## src/design/slb_pkg.sv

```systemverilog
// Shared constants, state codes and the result record for the sentence length
// burstiness block. No dependencies.
`default_nettype none

package slb_pkg;

  localparam int WORD_COUNT_BITS     = 12;
  localparam int SENTENCE_COUNT_BITS = 16;

  localparam int CV_BITS     = 24;
  localparam int CONS_BITS   = 17;
  localparam int TOTAL_BITS  = 16;

  // consistency = 2^32 / (65536 + cv): 33 dividend bits, 25-bit divisor
  localparam int DIVC_STEPS    = 33;
  localparam int DIVC_DEN_BITS = 25;
  localparam int DIVC_REM_BITS = 26;
  localparam logic [DIVC_DEN_BITS-1:0] DIVC_BASE = 25'd65536;

  localparam logic [TOTAL_BITS-1:0] TOTAL_MAX = 16'hFFFF;

  localparam logic [7:0] CHAR_SPACE = 8'h20;
  localparam logic [7:0] CHAR_TAB   = 8'h09;
  localparam logic [7:0] CHAR_CR    = 8'h0D;

  typedef enum logic [6:0] {
    ST_IDLE = 7'b0000001,
    ST_MULQ = 7'b0000010,
    ST_MULS = 7'b0000100,
    ST_ROOT = 7'b0001000,
    ST_DIVS = 7'b0010000,
    ST_DIVC = 7'b0100000,
    ST_DONE = 7'b1000000
  } seq_state_t;

  typedef struct packed {
    logic [CV_BITS-1:0]    burstiness_q16;
    logic [CONS_BITS-1:0]  consistency_q16;
    logic [TOTAL_BITS-1:0] sentence_total;
    logic                  count_overflow;
  } slb_result_t;

endpackage

`default_nettype wire

```

## src/design/slb_if.sv

```systemverilog
// Valid/ready channel interfaces for the text byte items and the result items.
// Depends on nothing.
`default_nettype none

interface slb_in_if;
  logic       valid;
  logic       ready;
  logic [7:0] char_byte;
  logic       has_char;
  logic       end_of_sentence;
  logic       end_of_text;

  modport source (output valid, char_byte, has_char, end_of_sentence, end_of_text,
                  input ready);
  modport sink   (input valid, char_byte, has_char, end_of_sentence, end_of_text,
                  output ready);
endinterface

interface slb_out_if;
  logic        valid;
  logic        ready;
  logic [23:0] burstiness_q16;
  logic [16:0] consistency_q16;
  logic [15:0] sentence_total;
  logic        count_overflow;

  modport source (output valid, burstiness_q16, consistency_q16, sentence_total,
                  count_overflow, input ready);
  modport sink   (input valid, burstiness_q16, consistency_q16, sentence_total,
                  count_overflow, output ready);
endinterface

`default_nettype wire

```

## src/design/slb_accum.sv

```systemverilog
// Word and sentence statistics: word count, running square, n, S and Q.
// Depends on slb_pkg.
`default_nettype none

module slb_accum #(
  parameter int WORD_COUNT_BITS     = slb_pkg::WORD_COUNT_BITS,
  parameter int SENTENCE_COUNT_BITS = slb_pkg::SENTENCE_COUNT_BITS
) (
  input  wire logic                                      clk,
  input  wire logic                                      rst_n,
  input  wire logic                                      accept,
  input  wire logic [7:0]                                char_byte,
  input  wire logic                                      has_char,
  input  wire logic                                      end_of_sentence,
  input  wire logic                                      end_of_text,
  output logic [SENTENCE_COUNT_BITS-1:0]                 n_post,
  output logic [WORD_COUNT_BITS+SENTENCE_COUNT_BITS-1:0] s_post,
  output logic [2*WORD_COUNT_BITS+SENTENCE_COUNT_BITS-1:0] q_post,
  output logic                                           sat_post
);

  localparam int WB = WORD_COUNT_BITS;
  localparam int SB = SENTENCE_COUNT_BITS;
  localparam int SW = WB + SB;
  localparam int QW = 2 * WB + SB;

  logic          inside_r, inside_nxt, inside_a;
  logic [WB-1:0] words_r, words_nxt, words_a;
  logic [2*WB-1:0] wsq_r, wsq_nxt, wsq_a;
  logic [SB-1:0] n_r, n_nxt, n_a;
  logic [SW-1:0] s_r, s_nxt, s_a;
  logic [QW-1:0] q_r, q_nxt, q_a;
  logic          sat_r, sat_nxt, sat_a;
  logic          is_space;

  assign is_space = (char_byte == slb_pkg::CHAR_SPACE) ||
                    ((char_byte >= slb_pkg::CHAR_TAB) && (char_byte <= slb_pkg::CHAR_CR));

  always_comb begin
    inside_a = inside_r;
    words_a  = words_r;
    wsq_a    = wsq_r;
    n_a      = n_r;
    s_a      = s_r;
    q_a      = q_r;
    sat_a    = sat_r;
    if (has_char) begin
      if (is_space) begin
        inside_a = 1'b0;
      end else if (!inside_r) begin
        inside_a = 1'b1;
        if (words_r == '1) begin
          sat_a = 1'b1;
        end else begin
          words_a = words_r + 1'b1;
          // (w+1)^2 = w^2 + 2w + 1
          wsq_a   = wsq_r + (2*WB)'({words_r, 1'b1});
        end
      end
    end
    if (end_of_sentence) begin
      if (n_r == '1) begin
        sat_a = 1'b1;
      end else begin
        n_a = n_r + 1'b1;
        s_a = s_r + SW'(words_a);
        q_a = q_r + QW'(wsq_a);
      end
      words_a  = '0;
      wsq_a    = '0;
      inside_a = 1'b0;
    end
  end

  assign n_post   = n_a;
  assign s_post   = s_a;
  assign q_post   = q_a;
  assign sat_post = sat_a;

  always_comb begin
    inside_nxt = inside_r;
    words_nxt  = words_r;
    wsq_nxt    = wsq_r;
    n_nxt      = n_r;
    s_nxt      = s_r;
    q_nxt      = q_r;
    sat_nxt    = sat_r;
    if (accept) begin
      if (end_of_text) begin
        inside_nxt = 1'b0;
        words_nxt  = '0;
        wsq_nxt    = '0;
        n_nxt      = '0;
        s_nxt      = '0;
        q_nxt      = '0;
        sat_nxt    = 1'b0;
      end else begin
        inside_nxt = inside_a;
        words_nxt  = words_a;
        wsq_nxt    = wsq_a;
        n_nxt      = n_a;
        s_nxt      = s_a;
        q_nxt      = q_a;
        sat_nxt    = sat_a;
      end
    end
  end

  always_ff @(posedge clk) begin
    if (!rst_n) begin
      inside_r <= 1'b0;
      words_r  <= '0;
      wsq_r    <= '0;
      n_r      <= '0;
      s_r      <= '0;
      q_r      <= '0;
      sat_r    <= 1'b0;
    end else begin
      inside_r <= inside_nxt;
      words_r  <= words_nxt;
      wsq_r    <= wsq_nxt;
      n_r      <= n_nxt;
      s_r      <= s_nxt;
      q_r      <= q_nxt;
      sat_r    <= sat_nxt;
    end
  end

endmodule

`default_nettype wire

```

## src/design/slb_addsub.sv

```systemverilog
// Shared adder/subtractor; carry out is the no-borrow compare on subtract.
// Depends on nothing.
`default_nettype none

module slb_addsub #(
  parameter int W = 32
) (
  input  wire logic [W-1:0] a,
  input  wire logic [W-1:0] b,
  input  wire logic         sub,
  output logic [W-1:0]      y,
  output logic              cout
);

  assign {cout, y} = {1'b0, a} + {1'b0, b ^ {W{sub}}} + {{W{1'b0}}, sub};

endmodule

`default_nettype wire

```

## src/design/slb_cv_seq.sv

```systemverilog
// Sequencer for the end-of-text math: nQ - S^2 by shift-add, bit-pair square
// root, restoring divisions by S and by 65536+cv, all on one slb_addsub.
// Depends on slb_pkg and slb_addsub.
`default_nettype none

module slb_cv_seq #(
  parameter int WORD_COUNT_BITS     = slb_pkg::WORD_COUNT_BITS,
  parameter int SENTENCE_COUNT_BITS = slb_pkg::SENTENCE_COUNT_BITS
) (
  input  wire logic                                        clk,
  input  wire logic                                        rst_n,
  input  wire logic                                        start,
  input  wire logic [SENTENCE_COUNT_BITS-1:0]              n_in,
  input  wire logic [WORD_COUNT_BITS+SENTENCE_COUNT_BITS-1:0] s_in,
  input  wire logic [2*WORD_COUNT_BITS+SENTENCE_COUNT_BITS-1:0] q_in,
  input  wire logic                                        sat_in,
  input  wire logic                                        grant,
  output logic                                             busy,
  output logic                                             done,
  output slb_pkg::slb_result_t                             result
);

  localparam int WB  = WORD_COUNT_BITS;
  localparam int SB  = SENTENCE_COUNT_BITS;
  localparam int SW  = WB + SB;
  localparam int PW  = 3 * WB + 2 * SB;
  localparam int RW  = (PW + 33) / 2;
  localparam int XW  = 2 * RW;
  localparam int RM0 = (RW + 2 > SW + 1) ? RW + 2 : SW + 1;
  localparam int RMW = (RM0 > slb_pkg::DIVC_REM_BITS) ? RM0 : slb_pkg::DIVC_REM_BITS;
  localparam int UW  = (PW > RMW) ? PW : RMW;
  localparam int MS0 = (RW > SW) ? RW : SW;
  localparam int MAXSTEP = (MS0 > slb_pkg::DIVC_STEPS) ? MS0 : slb_pkg::DIVC_STEPS;
  localparam int CW  = $clog2(MAXSTEP);
  localparam int NTW = (SB > slb_pkg::TOTAL_BITS) ? SB : slb_pkg::TOTAL_BITS;
  localparam int CVB = slb_pkg::CV_BITS;
  localparam int DRB = slb_pkg::DIVC_REM_BITS;

  slb_pkg::seq_state_t state_r, state_nxt;
  logic [CW-1:0]  cnt_r, cnt_nxt;
  logic [PW-1:0]  acc_r, acc_nxt;
  logic [PW-1:0]  mcand_r, mcand_nxt;
  logic [SW-1:0]  mplier_r, mplier_nxt;
  logic [XW-1:0]  xr_r, xr_nxt;
  logic [RMW-1:0] rem_r, rem_nxt;
  logic [RW-1:0]  root_r, root_nxt;
  logic [CVB-1:0] c_r, c_nxt;
  logic [slb_pkg::CONS_BITS-1:0] q_r, q_nxt;
  logic [SB-1:0]  n_r, n_nxt;
  logic [SW-1:0]  s_r, s_nxt;
  logic           sat_r, sat_nxt;

  logic [UW-1:0]  alu_a, alu_b, alu_y;
  logic           alu_sub, alu_co;
  logic [RW-1:0]  root_step;
  logic [CVB-1:0] c_sat;
  logic [NTW-1:0] n_wide;

  slb_addsub #(.W(UW)) u_addsub (
    .a    (alu_a),
    .b    (alu_b),
    .sub  (alu_sub),
    .y    (alu_y),
    .cout (alu_co)
  );

  // operand select for the shared unit
  always_comb begin
    alu_a   = '0;
    alu_b   = '0;
    alu_sub = 1'b1;
    case (state_r)
      slb_pkg::ST_MULQ: begin
        alu_a   = UW'(acc_r);
        alu_b   = mplier_r[0] ? UW'(mcand_r) : '0;
        alu_sub = 1'b0;
      end
      slb_pkg::ST_MULS: begin
        alu_a   = UW'(acc_r);
        alu_b   = mplier_r[0] ? UW'(mcand_r) : '0;
        alu_sub = 1'b1;
      end
      slb_pkg::ST_ROOT: begin
        alu_a = UW'({rem_r[RW-1:0], xr_r[XW-1 -: 2]});
        alu_b = UW'({root_r, 2'b01});
      end
      slb_pkg::ST_DIVS: begin
        alu_a = UW'({rem_r[SW-1:0], root_r[RW-1]});
        alu_b = UW'(s_r);
      end
      slb_pkg::ST_DIVC: begin
        // dividend 2^32: a single one bit on the first step
        alu_a = UW'({rem_r[DRB-2:0], (cnt_r == '0)});
        alu_b = UW'(slb_pkg::DIVC_BASE + slb_pkg::DIVC_DEN_BITS'(c_r));
      end
      default: begin
        alu_a   = '0;
        alu_b   = '0;
        alu_sub = 1'b1;
      end
    endcase
  end

  assign root_step = {root_r[RW-2:0], alu_co};
  assign c_sat     = (|root_step[RW-1:CVB]) ? '1 : root_step[CVB-1:0];

  always_comb begin
    state_nxt  = state_r;
    cnt_nxt    = cnt_r;
    acc_nxt    = acc_r;
    mcand_nxt  = mcand_r;
    mplier_nxt = mplier_r;
    xr_nxt     = xr_r;
    rem_nxt    = rem_r;
    root_nxt   = root_r;
    c_nxt      = c_r;
    q_nxt      = q_r;
    n_nxt      = n_r;
    s_nxt      = s_r;
    sat_nxt    = sat_r;
    case (state_r)
      slb_pkg::ST_IDLE: begin
        if (start) begin
          n_nxt      = n_in;
          s_nxt      = s_in;
          sat_nxt    = sat_in;
          acc_nxt    = '0;
          mcand_nxt  = PW'(q_in);
          mplier_nxt = SW'(n_in);
          cnt_nxt    = '0;
          rem_nxt    = '0;
          c_nxt      = '0;
          // fewer than two sentences or no words: cv is zero
          if ((n_in < SB'(2)) || (s_in == '0)) begin
            state_nxt = slb_pkg::ST_DIVC;
          end else begin
            state_nxt = slb_pkg::ST_MULQ;
          end
        end
      end
      slb_pkg::ST_MULQ: begin
        acc_nxt    = alu_y[PW-1:0];
        mcand_nxt  = mcand_r << 1;
        mplier_nxt = mplier_r >> 1;
        cnt_nxt    = cnt_r + 1'b1;
        if (cnt_r == CW'(SB - 1)) begin
          mcand_nxt  = PW'(s_r);
          mplier_nxt = s_r;
          cnt_nxt    = '0;
          state_nxt  = slb_pkg::ST_MULS;
        end
      end
      slb_pkg::ST_MULS: begin
        acc_nxt    = alu_y[PW-1:0];
        mcand_nxt  = mcand_r << 1;
        mplier_nxt = mplier_r >> 1;
        cnt_nxt    = cnt_r + 1'b1;
        if (cnt_r == CW'(SW - 1)) begin
          xr_nxt    = XW'({alu_y[PW-1:0], 32'b0});
          rem_nxt   = '0;
          root_nxt  = '0;
          cnt_nxt   = '0;
          state_nxt = slb_pkg::ST_ROOT;
        end
      end
      slb_pkg::ST_ROOT: begin
        rem_nxt  = alu_co ? RMW'(alu_y[RW+1:0]) : RMW'(alu_a[RW+1:0]);
        root_nxt = root_step;
        xr_nxt   = xr_r << 2;
        cnt_nxt  = cnt_r + 1'b1;
        if (cnt_r == CW'(RW - 1)) begin
          rem_nxt   = '0;
          cnt_nxt   = '0;
          state_nxt = slb_pkg::ST_DIVS;
        end
      end
      slb_pkg::ST_DIVS: begin
        // quotient bits replace root bits as they shift out
        rem_nxt  = alu_co ? RMW'(alu_y[SW:0]) : RMW'(alu_a[SW:0]);
        root_nxt = root_step;
        cnt_nxt  = cnt_r + 1'b1;
        if (cnt_r == CW'(RW - 1)) begin
          c_nxt     = c_sat;
          rem_nxt   = '0;
          cnt_nxt   = '0;
          state_nxt = slb_pkg::ST_DIVC;
        end
      end
      slb_pkg::ST_DIVC: begin
        rem_nxt = alu_co ? RMW'(alu_y[DRB-1:0]) : RMW'(alu_a[DRB-1:0]);
        q_nxt   = {q_r[slb_pkg::CONS_BITS-2:0], alu_co};
        cnt_nxt = cnt_r + 1'b1;
        if (cnt_r == CW'(slb_pkg::DIVC_STEPS - 1)) begin
          cnt_nxt   = '0;
          state_nxt = slb_pkg::ST_DONE;
        end
      end
      slb_pkg::ST_DONE: begin
        if (grant) begin
          state_nxt = slb_pkg::ST_IDLE;
        end
      end
      default: begin
        state_nxt = slb_pkg::ST_IDLE;
      end
    endcase
  end

  always_ff @(posedge clk) begin
    if (!rst_n) begin
      state_r <= slb_pkg::ST_IDLE;
      cnt_r   <= '0;
    end else begin
      state_r <= state_nxt;
      cnt_r   <= cnt_nxt;
    end
  end

  always_ff @(posedge clk) begin
    acc_r    <= acc_nxt;
    mcand_r  <= mcand_nxt;
    mplier_r <= mplier_nxt;
    xr_r     <= xr_nxt;
    rem_r    <= rem_nxt;
    root_r   <= root_nxt;
    c_r      <= c_nxt;
    q_r      <= q_nxt;
    n_r      <= n_nxt;
    s_r      <= s_nxt;
    sat_r    <= sat_nxt;
  end

  assign n_wide = NTW'(n_r);

  assign busy = (state_r != slb_pkg::ST_IDLE);
  assign done = (state_r == slb_pkg::ST_DONE);

  assign result.burstiness_q16  = c_r;
  assign result.consistency_q16 = q_r;
  assign result.sentence_total  = (n_wide > NTW'(slb_pkg::TOTAL_MAX)) ?
                                  slb_pkg::TOTAL_MAX : n_wide[slb_pkg::TOTAL_BITS-1:0];
  assign result.count_overflow  = sat_r;

endmodule

`default_nettype wire

```

## src/design/sentence_length_burstiness_top.sv

```systemverilog
// Text items without end_of_text are taken one per cycle while slb_cv_seq is idle.
// An end_of_text item keeps in ready low while slb_cv_seq works the math on its
// shared adder (only the division by 65536+cv when fewer than two sentences or no
// words) and until the result is loaded into the output register.
// The result then waits in an output register until taken.
// Synchronous active-low reset clears all counts and the sequencer.
`default_nettype none

module sentence_length_burstiness_top #(
  parameter int WORD_COUNT_BITS     = slb_pkg::WORD_COUNT_BITS,
  parameter int SENTENCE_COUNT_BITS = slb_pkg::SENTENCE_COUNT_BITS
) (
  input  wire logic clk,
  input  wire logic rst_n,
  slb_in_if.sink    in_ch,
  slb_out_if.source out_ch
);

  localparam int SW = WORD_COUNT_BITS + SENTENCE_COUNT_BITS;
  localparam int QW = 2 * WORD_COUNT_BITS + SENTENCE_COUNT_BITS;

  logic                           accept;
  logic [SENTENCE_COUNT_BITS-1:0] n_post;
  logic [SW-1:0]                  s_post;
  logic [QW-1:0]                  q_post;
  logic                           sat_post;
  logic                           busy;
  logic                           done;
  logic                           load;
  slb_pkg::slb_result_t           result;
  slb_pkg::slb_result_t           out_r;
  logic                           out_valid_r, out_valid_nxt;

  assign in_ch.ready = ~busy;
  assign accept      = in_ch.valid & ~busy;

  slb_accum #(
    .WORD_COUNT_BITS     (WORD_COUNT_BITS),
    .SENTENCE_COUNT_BITS (SENTENCE_COUNT_BITS)
  ) u_accum (
    .clk             (clk),
    .rst_n           (rst_n),
    .accept          (accept),
    .char_byte       (in_ch.char_byte),
    .has_char        (in_ch.has_char),
    .end_of_sentence (in_ch.end_of_sentence),
    .end_of_text     (in_ch.end_of_text),
    .n_post          (n_post),
    .s_post          (s_post),
    .q_post          (q_post),
    .sat_post        (sat_post)
  );

  slb_cv_seq #(
    .WORD_COUNT_BITS     (WORD_COUNT_BITS),
    .SENTENCE_COUNT_BITS (SENTENCE_COUNT_BITS)
  ) u_cv_seq (
    .clk    (clk),
    .rst_n  (rst_n),
    .start  (accept & in_ch.end_of_text),
    .n_in   (n_post),
    .s_in   (s_post),
    .q_in   (q_post),
    .sat_in (sat_post),
    .grant  (load),
    .busy   (busy),
    .done   (done),
    .result (result)
  );

  // output register takes the result when empty or being drained
  assign load = done & (~out_valid_r | out_ch.ready);

  always_comb begin
    out_valid_nxt = out_valid_r;
    if (load) begin
      out_valid_nxt = 1'b1;
    end else if (out_ch.ready) begin
      out_valid_nxt = 1'b0;
    end
  end

  always_ff @(posedge clk) begin
    if (!rst_n) begin
      out_valid_r <= 1'b0;
    end else begin
      out_valid_r <= out_valid_nxt;
    end
  end

  always_ff @(posedge clk) begin
    if (load) begin
      out_r <= result;
    end
  end

  assign out_ch.valid           = out_valid_r;
  assign out_ch.burstiness_q16  = out_r.burstiness_q16;
  assign out_ch.consistency_q16 = out_r.consistency_q16;
  assign out_ch.sentence_total  = out_r.sentence_total;
  assign out_ch.count_overflow  = out_r.count_overflow;

endmodule

`default_nettype wire
```

## src/flat_wrapper.sv

```systemverilog
// flat-port wrapper written by rule: the top's interface ports become plain ports
module sentence_length_burstiness_top_flat 
#(
  parameter int WORD_COUNT_BITS     = slb_pkg::WORD_COUNT_BITS,
  parameter int SENTENCE_COUNT_BITS = slb_pkg::SENTENCE_COUNT_BITS
)
  (clk, rst_n, in_ch_valid, in_ch_char_byte, in_ch_has_char, in_ch_end_of_sentence, in_ch_end_of_text, in_ch_ready, out_ch_valid, out_ch_burstiness_q16, out_ch_consistency_q16, out_ch_sentence_total, out_ch_count_overflow, out_ch_ready);
  slb_in_if in_ch_i ();
  slb_out_if out_ch_i ();
  input  wire logic clk;
  input  wire logic rst_n;
  input wire logic [$bits(in_ch_i.valid)-1:0] in_ch_valid;
  input wire logic [$bits(in_ch_i.char_byte)-1:0] in_ch_char_byte;
  input wire logic [$bits(in_ch_i.has_char)-1:0] in_ch_has_char;
  input wire logic [$bits(in_ch_i.end_of_sentence)-1:0] in_ch_end_of_sentence;
  input wire logic [$bits(in_ch_i.end_of_text)-1:0] in_ch_end_of_text;
  output wire logic [$bits(in_ch_i.ready)-1:0] in_ch_ready;
  output wire logic [$bits(out_ch_i.valid)-1:0] out_ch_valid;
  output wire logic [$bits(out_ch_i.burstiness_q16)-1:0] out_ch_burstiness_q16;
  output wire logic [$bits(out_ch_i.consistency_q16)-1:0] out_ch_consistency_q16;
  output wire logic [$bits(out_ch_i.sentence_total)-1:0] out_ch_sentence_total;
  output wire logic [$bits(out_ch_i.count_overflow)-1:0] out_ch_count_overflow;
  input wire logic [$bits(out_ch_i.ready)-1:0] out_ch_ready;
  assign in_ch_i.valid = in_ch_valid;
  assign in_ch_i.char_byte = in_ch_char_byte;
  assign in_ch_i.has_char = in_ch_has_char;
  assign in_ch_i.end_of_sentence = in_ch_end_of_sentence;
  assign in_ch_i.end_of_text = in_ch_end_of_text;
  assign in_ch_ready = in_ch_i.ready;
  assign out_ch_valid = out_ch_i.valid;
  assign out_ch_burstiness_q16 = out_ch_i.burstiness_q16;
  assign out_ch_consistency_q16 = out_ch_i.consistency_q16;
  assign out_ch_sentence_total = out_ch_i.sentence_total;
  assign out_ch_count_overflow = out_ch_i.count_overflow;
  assign out_ch_i.ready = out_ch_ready;
  sentence_length_burstiness_top #(.WORD_COUNT_BITS(WORD_COUNT_BITS), .SENTENCE_COUNT_BITS(SENTENCE_COUNT_BITS)) u_core (.clk(clk), .rst_n(rst_n), .in_ch(in_ch_i), .out_ch(out_ch_i));
endmodule
```

## config.mk

```make
export PLATFORM = sky130hd
export DESIGN_NAME = sentence_length_burstiness_top_flat
export DESIGN_NICKNAME = d
export VERILOG_FILES = /design/src/design/slb_pkg.sv /design/src/design/slb_if.sv /design/src/design/slb_accum.sv /design/src/design/slb_addsub.sv /design/src/design/slb_cv_seq.sv /design/src/design/sentence_length_burstiness_top.sv /design/src/flat_wrapper.sv
export SDC_FILE = /design/constraint.sdc
export NUM_CORES = 1
export LEC_CHECK = 0
export ABC_AREA = 1
export BUFFER_PORTS_ARGS = -buffer_cell sky130_fd_sc_hd__buf_2
export CELL_PAD_IN_SITES_DETAIL_PLACEMENT = 0
export CELL_PAD_IN_SITES_GLOBAL_PLACEMENT = 1
export CORE_MARGIN = 2
export CORE_UTILIZATION = 45
export CTS_BUF_LIST = sky130_fd_sc_hd__clkbuf_4 sky130_fd_sc_hd__clkbuf_8
export DETAILED_ROUTE_END_ITERATION = 8
export PLACE_DENSITY_LB_ADDON = 0.1
export SYNTH_ARGS = -nofsm -noshare
export SYNTH_HDL_FRONTEND = slang
export SYNTH_SLANG_ARGS = --single-unit
```

## constraint.sdc

```tcl
create_clock -name clk -period 9.3 [get_ports clk]
set_input_delay 0.465 -clock clk [delete_from_list [all_inputs] [get_ports clk]]
set_output_delay 0.465 -clock clk [all_outputs]
set_load 0.01 [all_outputs]
```

After elaboration in Yosys (flattened, before gate mapping)
Cells that the tools add are included.
{"block": "word_totals", "reg_bits": 644, "latchBits": 0, "ram_bits": 0, "romBits": 0, "inputBits": 15, "wordCells": 171, "n_memories": 0}
{"block": "classes", "n_addsub": 9, "n_mul": 0, "n_div": 0, "n_lt_le_gt_ge": 4, "eq_ne": 22, "n_shift": 0, "muxes": 77, "n_bitwise": 7, "n_reduce_logical": 27}
{"cell": "one-hot mux 68 bit (4 select lines)", "n": 2}
{"cell": "two-way mux 68 bit", "n": 4}
{"cell": "two-way mux 50 bit", "n": 5}
{"cell": "one-hot mux 50 bit (5 select lines)", "n": 1}
{"cell": "two-way mux 24 bit", "n": 9}
{"cell": "one-hot mux 68 bit (3 select lines)", "n": 1}
{"cell": "one-hot mux 100 bit (2 select lines)", "n": 1}
{"cell": "two-way mux 28 bit", "n": 5}
{"cell": "one-hot mux 68 bit (2 select lines)", "n": 1}
{"cell": "two-way mux 40 bit", "n": 3}
{"cell": "two-way mux 100 bit", "n": 1}
{"cell": "one-hot mux 50 bit (2 select lines)", "n": 1}
{"cell": "one-hot mux 28 bit (3 select lines)", "n": 1}
{"cell": "two-way mux 12 bit", "n": 6}
{"cell": "adder 68 x 68 -> 69 bit", "n": 1}
{"cell": "adder 69 x 1 -> 69 bit", "n": 1}
{"cell": "bitwise XOR 68 bit", "n": 1}
{"cell": "two-way mux 29 bit", "n": 2}
{"cell": "two-way mux 7 bit", "n": 7}
{"cell": "one-hot mux 7 bit (7 select lines)", "n": 1}
{"cell": "two-way mux 16 bit", "n": 3}
{"cell": "one-hot mux 24 bit (2 select lines)", "n": 1}
{"cell": "adder 40 x 24 -> 40 bit", "n": 1}
{"cell": "two-way mux 6 bit", "n": 6}
{"cell": "other kinds (43)", "n": 81}

Depth between registers and ports, before layout
{"block": "logic_depth", "depth_word": 13, "ltp_mapped": 30, "depth_no_buf": 29}

Cells and area by module
From an unflattened synthesis, not the netlist that was laid out.
{"block": "hier_totals", "hier_cells": 5158, "area_unflattened_um2": 38818.5}
{"mod": "slb_cv_seq", "n_inst": 1, "cells_per_inst": 1883, "area_each_um2": 19583.8, "seq_area_each_um2": 12812.3}
{"mod": "slb_accum", "n_inst": 1, "cells_per_inst": 1915, "area_each_um2": 10871.7, "seq_area_each_um2": 2442.3}
{"mod": "slb_addsub", "n_inst": 1, "cells_per_inst": 1291, "area_each_um2": 6555.0, "seq_area_each_um2": 0.0}
{"mod": "sentence_length_burstiness_top", "n_inst": 1, "cells_per_inst": 69, "area_each_um2": 1808.0, "seq_area_each_um2": 1761.7}

Worst setup path before layout
No wires, ideal clock.
{"block": "synth_path", "path_kind": "flip-flop to flip-flop", "start": "register u_core.u_cv_seq.state_r[5]", "end": "register u_core.u_cv_seq.mcand_r[0], enable pin", "setup_time_ns": 0.683, "t_arrival_ns": 8.081, "required_time_ns": 8.617, "setup_slack_ns": 0.536, "path_stages_with_launch": 10, "n_path_buf": 2, "period_less_slack_ns": 8.764, "path_cell_list": "dfxtp_1 > inv_2 > nand2_1 > nor2_4 > nand4_1 > nor2_1 > inv_2 > clkbuf_1 > clkbuf_1 > o21ai_0"}
{"block": "synth_via", "elab_chain_cells": 6, "word_cells_on_any_way": 10, "classes_between": "eq/ne: 5; bitwise: 3; reduce/logical: 2"}
{"element": "start: declaration", "line_no": "slb_cv_seq.sv:39", "text": "slb_pkg::seq_state_t state_r, state_nxt;"}
{"element": "start signal: assignment", "line_no": "slb_cv_seq.sv:211", "text": "state_r <= slb_pkg::ST_IDLE;"}
{"element": "start signal: assignment", "line_no": "slb_cv_seq.sv:214", "text": "state_r <= state_nxt;"}
{"element": "!= test 7 x 1 -> 1 bit", "line_no": "slb_cv_seq.sv:235", "text": "assign busy = (state_r != slb_pkg::ST_IDLE);"}
{"element": "NOT 1 bit", "line_no": "sentence_length_burstiness_top.sv:35", "text": "assign accept = in_ch.valid & ~busy;"}
{"element": "AND 1 bit", "line_no": "sentence_length_burstiness_top.sv:35"}
{"element": "AND 1 bit", "line_no": "sentence_length_burstiness_top.sv:60", "text": ".start (accept & in_ch.end_of_text),"}
{"element": "!= test 2 bit (no line)"}
{"element": "AND reduction 2 bit (no line) *"}
{"element": "end signal: assignment", "line_no": "slb_cv_seq.sv:221", "text": "mcand_r <= mcand_nxt;"}
{"element": "end: declaration", "line_no": "slb_cv_seq.sv:42", "text": "logic [PW-1:0] mcand_r, mcand_nxt;"}
Mark *: on every way between the ends. The rest lies on a longest branch, timed or not.
A chain may end at the register's enable or synchronous reset.

Worst setup path in the final report
{"block": "layout_path", "start": "register u_core.u_cv_seq.state_r[5]", "end": "register u_core.u_cv_seq.rem_r[43] (data pin)"}
{"block": "layout_via", "elab_chain_cells": 9, "word_cells_on_any_way": 16, "classes_between": "add/sub: 2; eq/ne: 6; mux: 6; bitwise: 1; reduce/logical: 1"}
{"element": "== test 7 x 3 -> 1 bit or == test 7 x 2 -> 1 bit (tied branches)", "line_no": "slb_cv_seq.sv:72, slb_cv_seq.sv:121"}
{"element": "OR reduction 2 bit (no line)"}
{"element": "one-hot mux 68 bit (4 select lines)", "line_no": "slb_cv_seq.sv:72", "text": "case (state_r)"}
{"element": "bitwise XOR 68 bit", "line_no": "slb_addsub.sv:15", "text": "assign {cout, y} = {1'b0, a} + {1'b0, b ^ {W{sub}}} + {{W{1'b0}}, sub};"}
{"element": "adder 68 x 68 -> 69 bit", "line_no": "slb_addsub.sv:15"}
{"element": "adder 69 x 1 -> 69 bit", "line_no": "slb_addsub.sv:15"}
{"element": "two-way mux 50 bit", "line_no": "slb_cv_seq.sv:167", "text": "rem_nxt = alu_co ? RMW'(alu_y[RW+1:0]) : RMW'(alu_a[RW+1:0]);"}
{"element": "two-way mux 50 bit", "line_no": "slb_cv_seq.sv:171", "text": "if (cnt_r == CW'(RW - 1)) begin"}
{"element": "one-hot mux 50 bit (5 select lines) *", "line_no": "slb_cv_seq.sv:121", "text": "case (state_r)"}
{"element": "net u_core.u_cv_seq.rem_nxt[43]", "line_no": "slb_cv_seq.sv:45", "text": "logic [RMW-1:0] rem_r, rem_nxt;"}
{"element": "end signal: assignment", "line_no": "slb_cv_seq.sv:224", "text": "rem_r <= rem_nxt;"}
{"element": "end: declaration", "line_no": "slb_cv_seq.sv:45"}
Mark *: on every way through the listed nets, which the timed path passes. The rest lies on a longest branch.

==> flow_summary.yaml <==
sta:
  slew_headroom_pct: 24.01
  setup_violations: 0
  skew_ns: 0.06323
  fmax_mhz: 154.9
  hold_violations: 0
  worst_slew_pin_slew_ns: 1.140
  tns_ns: 0
  layout_min_cycle_time_ns: 6.454
  period_share_pct: 69.40
  rsz0062_at_grt: "false"
  drv_slew: 0
worst_hold_path:
  min_path_cells: 4
  holdCritStartpoint: "in_ch_has_char"
  whs_endpoint: "u_core.u_accum.inside_r$_SDFFE_PN0P_"
  hold_class: "in -> reg"
detailed_routing:
  drt-initial-drc-count: 2758
  postRouteWirelength_mm: 110.8
  drc: 0
  routedWlPerCell_um: 20.11
  avgViaCountPerCell: 5.354
  antenna_left: 0
  via_count: 29497
  firstDrtPassIters: 9
place:
  place_congestion: 0.9758
  dpl-instance-area_um2: 36920
  port_buffers: 74
  place_hpwl_mm: 81.28
synthesis:
  yosysWarnings: 0
  synthCells: 4315
  yosysSeqAreaShare_pct: 47.89
  yosysMostFrequentCell: "nand2_1"
  synth-seq-cells: 612
  synth_area_um2: 35540
  synth_edf_count: 476
  ys_top_cells_by_area: "edfxtp_1, nand2_1, dfxtp_1, inv_1, nor2_1"
  async_reset_ff_share_pct: 0
  synth_common_cells: "nand2_1, inv_1, nor2_1, edfxtp_1, a21oi_1"
  synth.distinct_cells: 62
  synth_area_leader_cell: "edfxtp_1"
  synth-main-ff-cell: "edfxtp_1"
  synth.top_cell.area_share_pct: 40.22
  synth_nets: 4455
  syn_avg_cell_area_um2: 8.235
clock_tree:
  cts_setup_buffers: 0
  cts.clk_slew.worst_paths_ns: 0.06
  clk_path_buf_depth: 3
  cts_buffers: 105
  htreeDepth: 3
  clk_latency_ns: 0.78
  clockRootBuffer: "clkbuf_8"
  ctsResizeCount: 0
  cts_tree: "yes"
  cts_num_sinks: 612
power_and_ir_drop:
  switching_power_uw: 4667
  vdd_ir_drop_max_v: 0.0004671
  switching_share_pct: 42.97
  p_comb_share_pct: 40.3
  p_clk_share_pct: 24.2
  powerDensity_nw_per_um2: 277.1
  total_power_uw: 10860
  power.leakage_uw: 0.01709
  intPower_uw: 6195
  p_seq_share_pct: 35.5
worst_setup_path:
  crit_arrival_ns: 6.95
  end_kind: "flop"
  ff2ff_setup_slack_ns: 2.85
  ff2ff_path_depth: 23
  cp_max_fo: 101
  required_ns: 9.80
  cp-start-kind: "flop"
  rr_startpoint: "u_core.u_cv_seq.state_r[5]$_SDFFE_PN0P_"
  reg2reg_to: "u_core.u_cv_seq.rem_r[43]$_DFFE_PP_"
  worstSetupPathType: "reg -> reg"
die:
  fp.coreArea_um2: 78610
  initial_core_util_pct: 45.20
  die_x_um: 285.0
  ios: 75
  dieArea_um2: 81230
  die_h_um: 285.0
  num_rows: 103
final_layout:
  fin_nets: 4511
  area_growth_pct: 10.31
  fin_area_um2: 39200
  drive_above_1_share_pct: 8.412
  finish.utilization_pct: 49.86
global_routing:
  grt_max_degree: 102
  grt_pass1_wl_mm: 168.9
  first_global_vias: 28228
  antenna_found_initial: 1
  global_route.overflow_total: 0
  grt_util_all_layers_pct: 26.88
run_status:
  status: "finished, final reports clean"
flow_run:
  cap_violations: 0
-- cell usage in the layout, fill, tap and decap left out, types with 13 or more instances in the layout --
cell type,Yosys,routed
nand2_1,969,967
inv_1,527,523
nor2_1,504,499
edfxtp_1,476,476
a21oi_1,375,375
o21ai_0,244,242
xor2_1,141,141
nand3_1,138,137
dfxtp_1,136,136
ha_1,121,121
clkbuf_8,0,118
buf_2,31,74
xnor2_1,64,64
clkbuf_4,0,52
nor3_1,44,44
o22ai_1,41,41
nand4_1,38,38
buf_4,0,35
o211ai_1,31,31
a31oi_1,29,29
o221ai_1,28,28
a22o_1,23,23
or2_2,20,20
o21a_1,19,19
o21ai_1,18,18
a21o_1,16,16
a211oi_1,13,13
-- sequential cells by signal, indices dropped and copies added, names as in the netlist, 6 cells and up --
signal,cells
u_core.out_ch.burstiness_q16,24
u_core.out_ch.consistency_q16,17
u_core.out_ch.sentence_total,16
u_core.u_accum.n_r,16
u_core.u_accum.q_r,40
u_core.u_accum.s_r,28
u_core.u_accum.words_r,12
u_core.u_accum.wsq_r,24
u_core.u_cv_seq.acc_r,68
u_core.u_cv_seq.c_r,24
u_core.u_cv_seq.cnt_r,6
u_core.u_cv_seq.mcand_r,68
u_core.u_cv_seq.mplier_r,28
u_core.u_cv_seq.n_r,16
u_core.u_cv_seq.q_r,17
u_core.u_cv_seq.rem_r,50
u_core.u_cv_seq.root_r,50
u_core.u_cv_seq.s_r,28
u_core.u_cv_seq.state_r,7
u_core.u_cv_seq.xr_r,68
-- repair_timing --
action,in CTS,in global routing
endpoints found under the setup margin,0,0
hold endpoints to repair,3,0
hold buffers,2,0
-- per-stage QoR --
step	std cells	hold slack (ns)	setup slack, ns
after floorplan	4315	0.4003	0.5357
after global placement	5312	0.4047	2.874
after detailed placement	5312	0.4052	2.837
after CTS	5508	0.1739	2.826
after global routing	5509	0.2220	2.182
final	5509	0.2083	2.846
-- metal layers --
layer | wire (um) | global-route usage (%) | vias to the layer above | part of all wire (%)
met2 | 49620 | 42.37 | 850 | 45
met4 | 3424 | 8.953 | 0 | 3.1
met1 | 51040 | 38.53 | 13867 | 46
met5 | 0 | 0 | - | 0
li1 | - | - | 14624 | -
met3 | 6705 | 3.168 | 156 | 6.1
-- power groups by stage --
stage	logic [uW]	registers, uW	clock network (uW)
4_1_cts	4350	3850	2690
6_report	4380	3850	2630
3_3_place_gp	4340	3900	0
3_5_place_dp	4350	3900	0
5_1_grt	4790	3880	2800
2_1_floorplan	2860	3840	0
-- worst max-delay path by stage --
stage / start / end / slack, ns / cells past startpoint
after floorplan: u_core.u_cv_seq.state_r[5]$_SDFFE_PN0P_ / u_core.u_cv_seq.mcand_r[0]$_DFFE_PP_ / 0.54 / 9
after detailed placement: u_core.u_cv_seq.state_r[5]$_SDFFE_PN0P_ / u_core.u_cv_seq.rem_r[43]$_DFFE_PP_ / 2.84 / 23
after global routing: u_core.u_cv_seq.state_r[5]$_SDFFE_PN0P_ / u_core.u_cv_seq.rem_r[39]$_DFFE_PP_ / 2.18 / 23
after CTS: u_core.u_cv_seq.state_r[5]$_SDFFE_PN0P_ / u_core.u_cv_seq.rem_r[43]$_DFFE_PP_ / 2.83 / 23
final: u_core.u_cv_seq.state_r[5]$_SDFFE_PN0P_ / u_core.u_cv_seq.rem_r[43]$_DFFE_PP_ / 2.85 / 23
after global placement: u_core.u_cv_seq.state_r[5]$_SDFFE_PN0P_ / u_core.u_cv_seq.rem_r[29]$_DFFE_PP_ / 2.87 / 17
-- worst max-delay path, cell delays in order (launching register included) --
cell	delay, ns
dfxtp_1	0.36
inv_2	0.05
nand2_1	0.10
nor2_4	0.06
nand2_4	0.44
nand2_4	0.36
nand2_1	0.16
buf_4	0.46
clkinv_1	0.63
a22oi_1	0.31
o221ai_1	0.18
xor2_1	0.18
ha_1	0.36
a21oi_1	0.22
o21ai_0	0.18
nand2_1	0.09
nand2_1	0.07
a21oi_1	0.14
o21ai_1	0.11
nand2_1	0.11
nand3_4	0.76
or2_2	0.63
nand3_1	0.09
inv_1	0.05
-- area by class of cell --
type                            count  area, um^2
Fill cell                        7799       39410
Sequential cell                   612       17020
Multi-Input combinational cell   3003       15930
Inverter                          538        2029
Clock buffer                      170        2014
Tap cell                         1050        1314
Timing Repair Buffer              111       653.1
Clock inverter                     24       239.0
Antenna cell                        1       2.502
-- kinds of logic (layout without fill, tap and decap cells) --
| family | count (synthesis) | count (layout) | share of synthesized area (%) |
|---|---|---|---|
| adders and majority gates | 125 | 125 | 4.486 |
| xor gates and xnor gates | 207 | 207 | 5.144 |
| buffers and inverters | 700 | 843 | 7.546 |
| and+or+nand+nor | 1779 | 1779 | 20.49 |
| DFF | 612 | 612 | 47.89 |
| AOI/OAI and AO/OA | 892 | 892 | 14.45 |
| other | 0 | 1 | 0 |
Power figures use the tool's default switching activity.
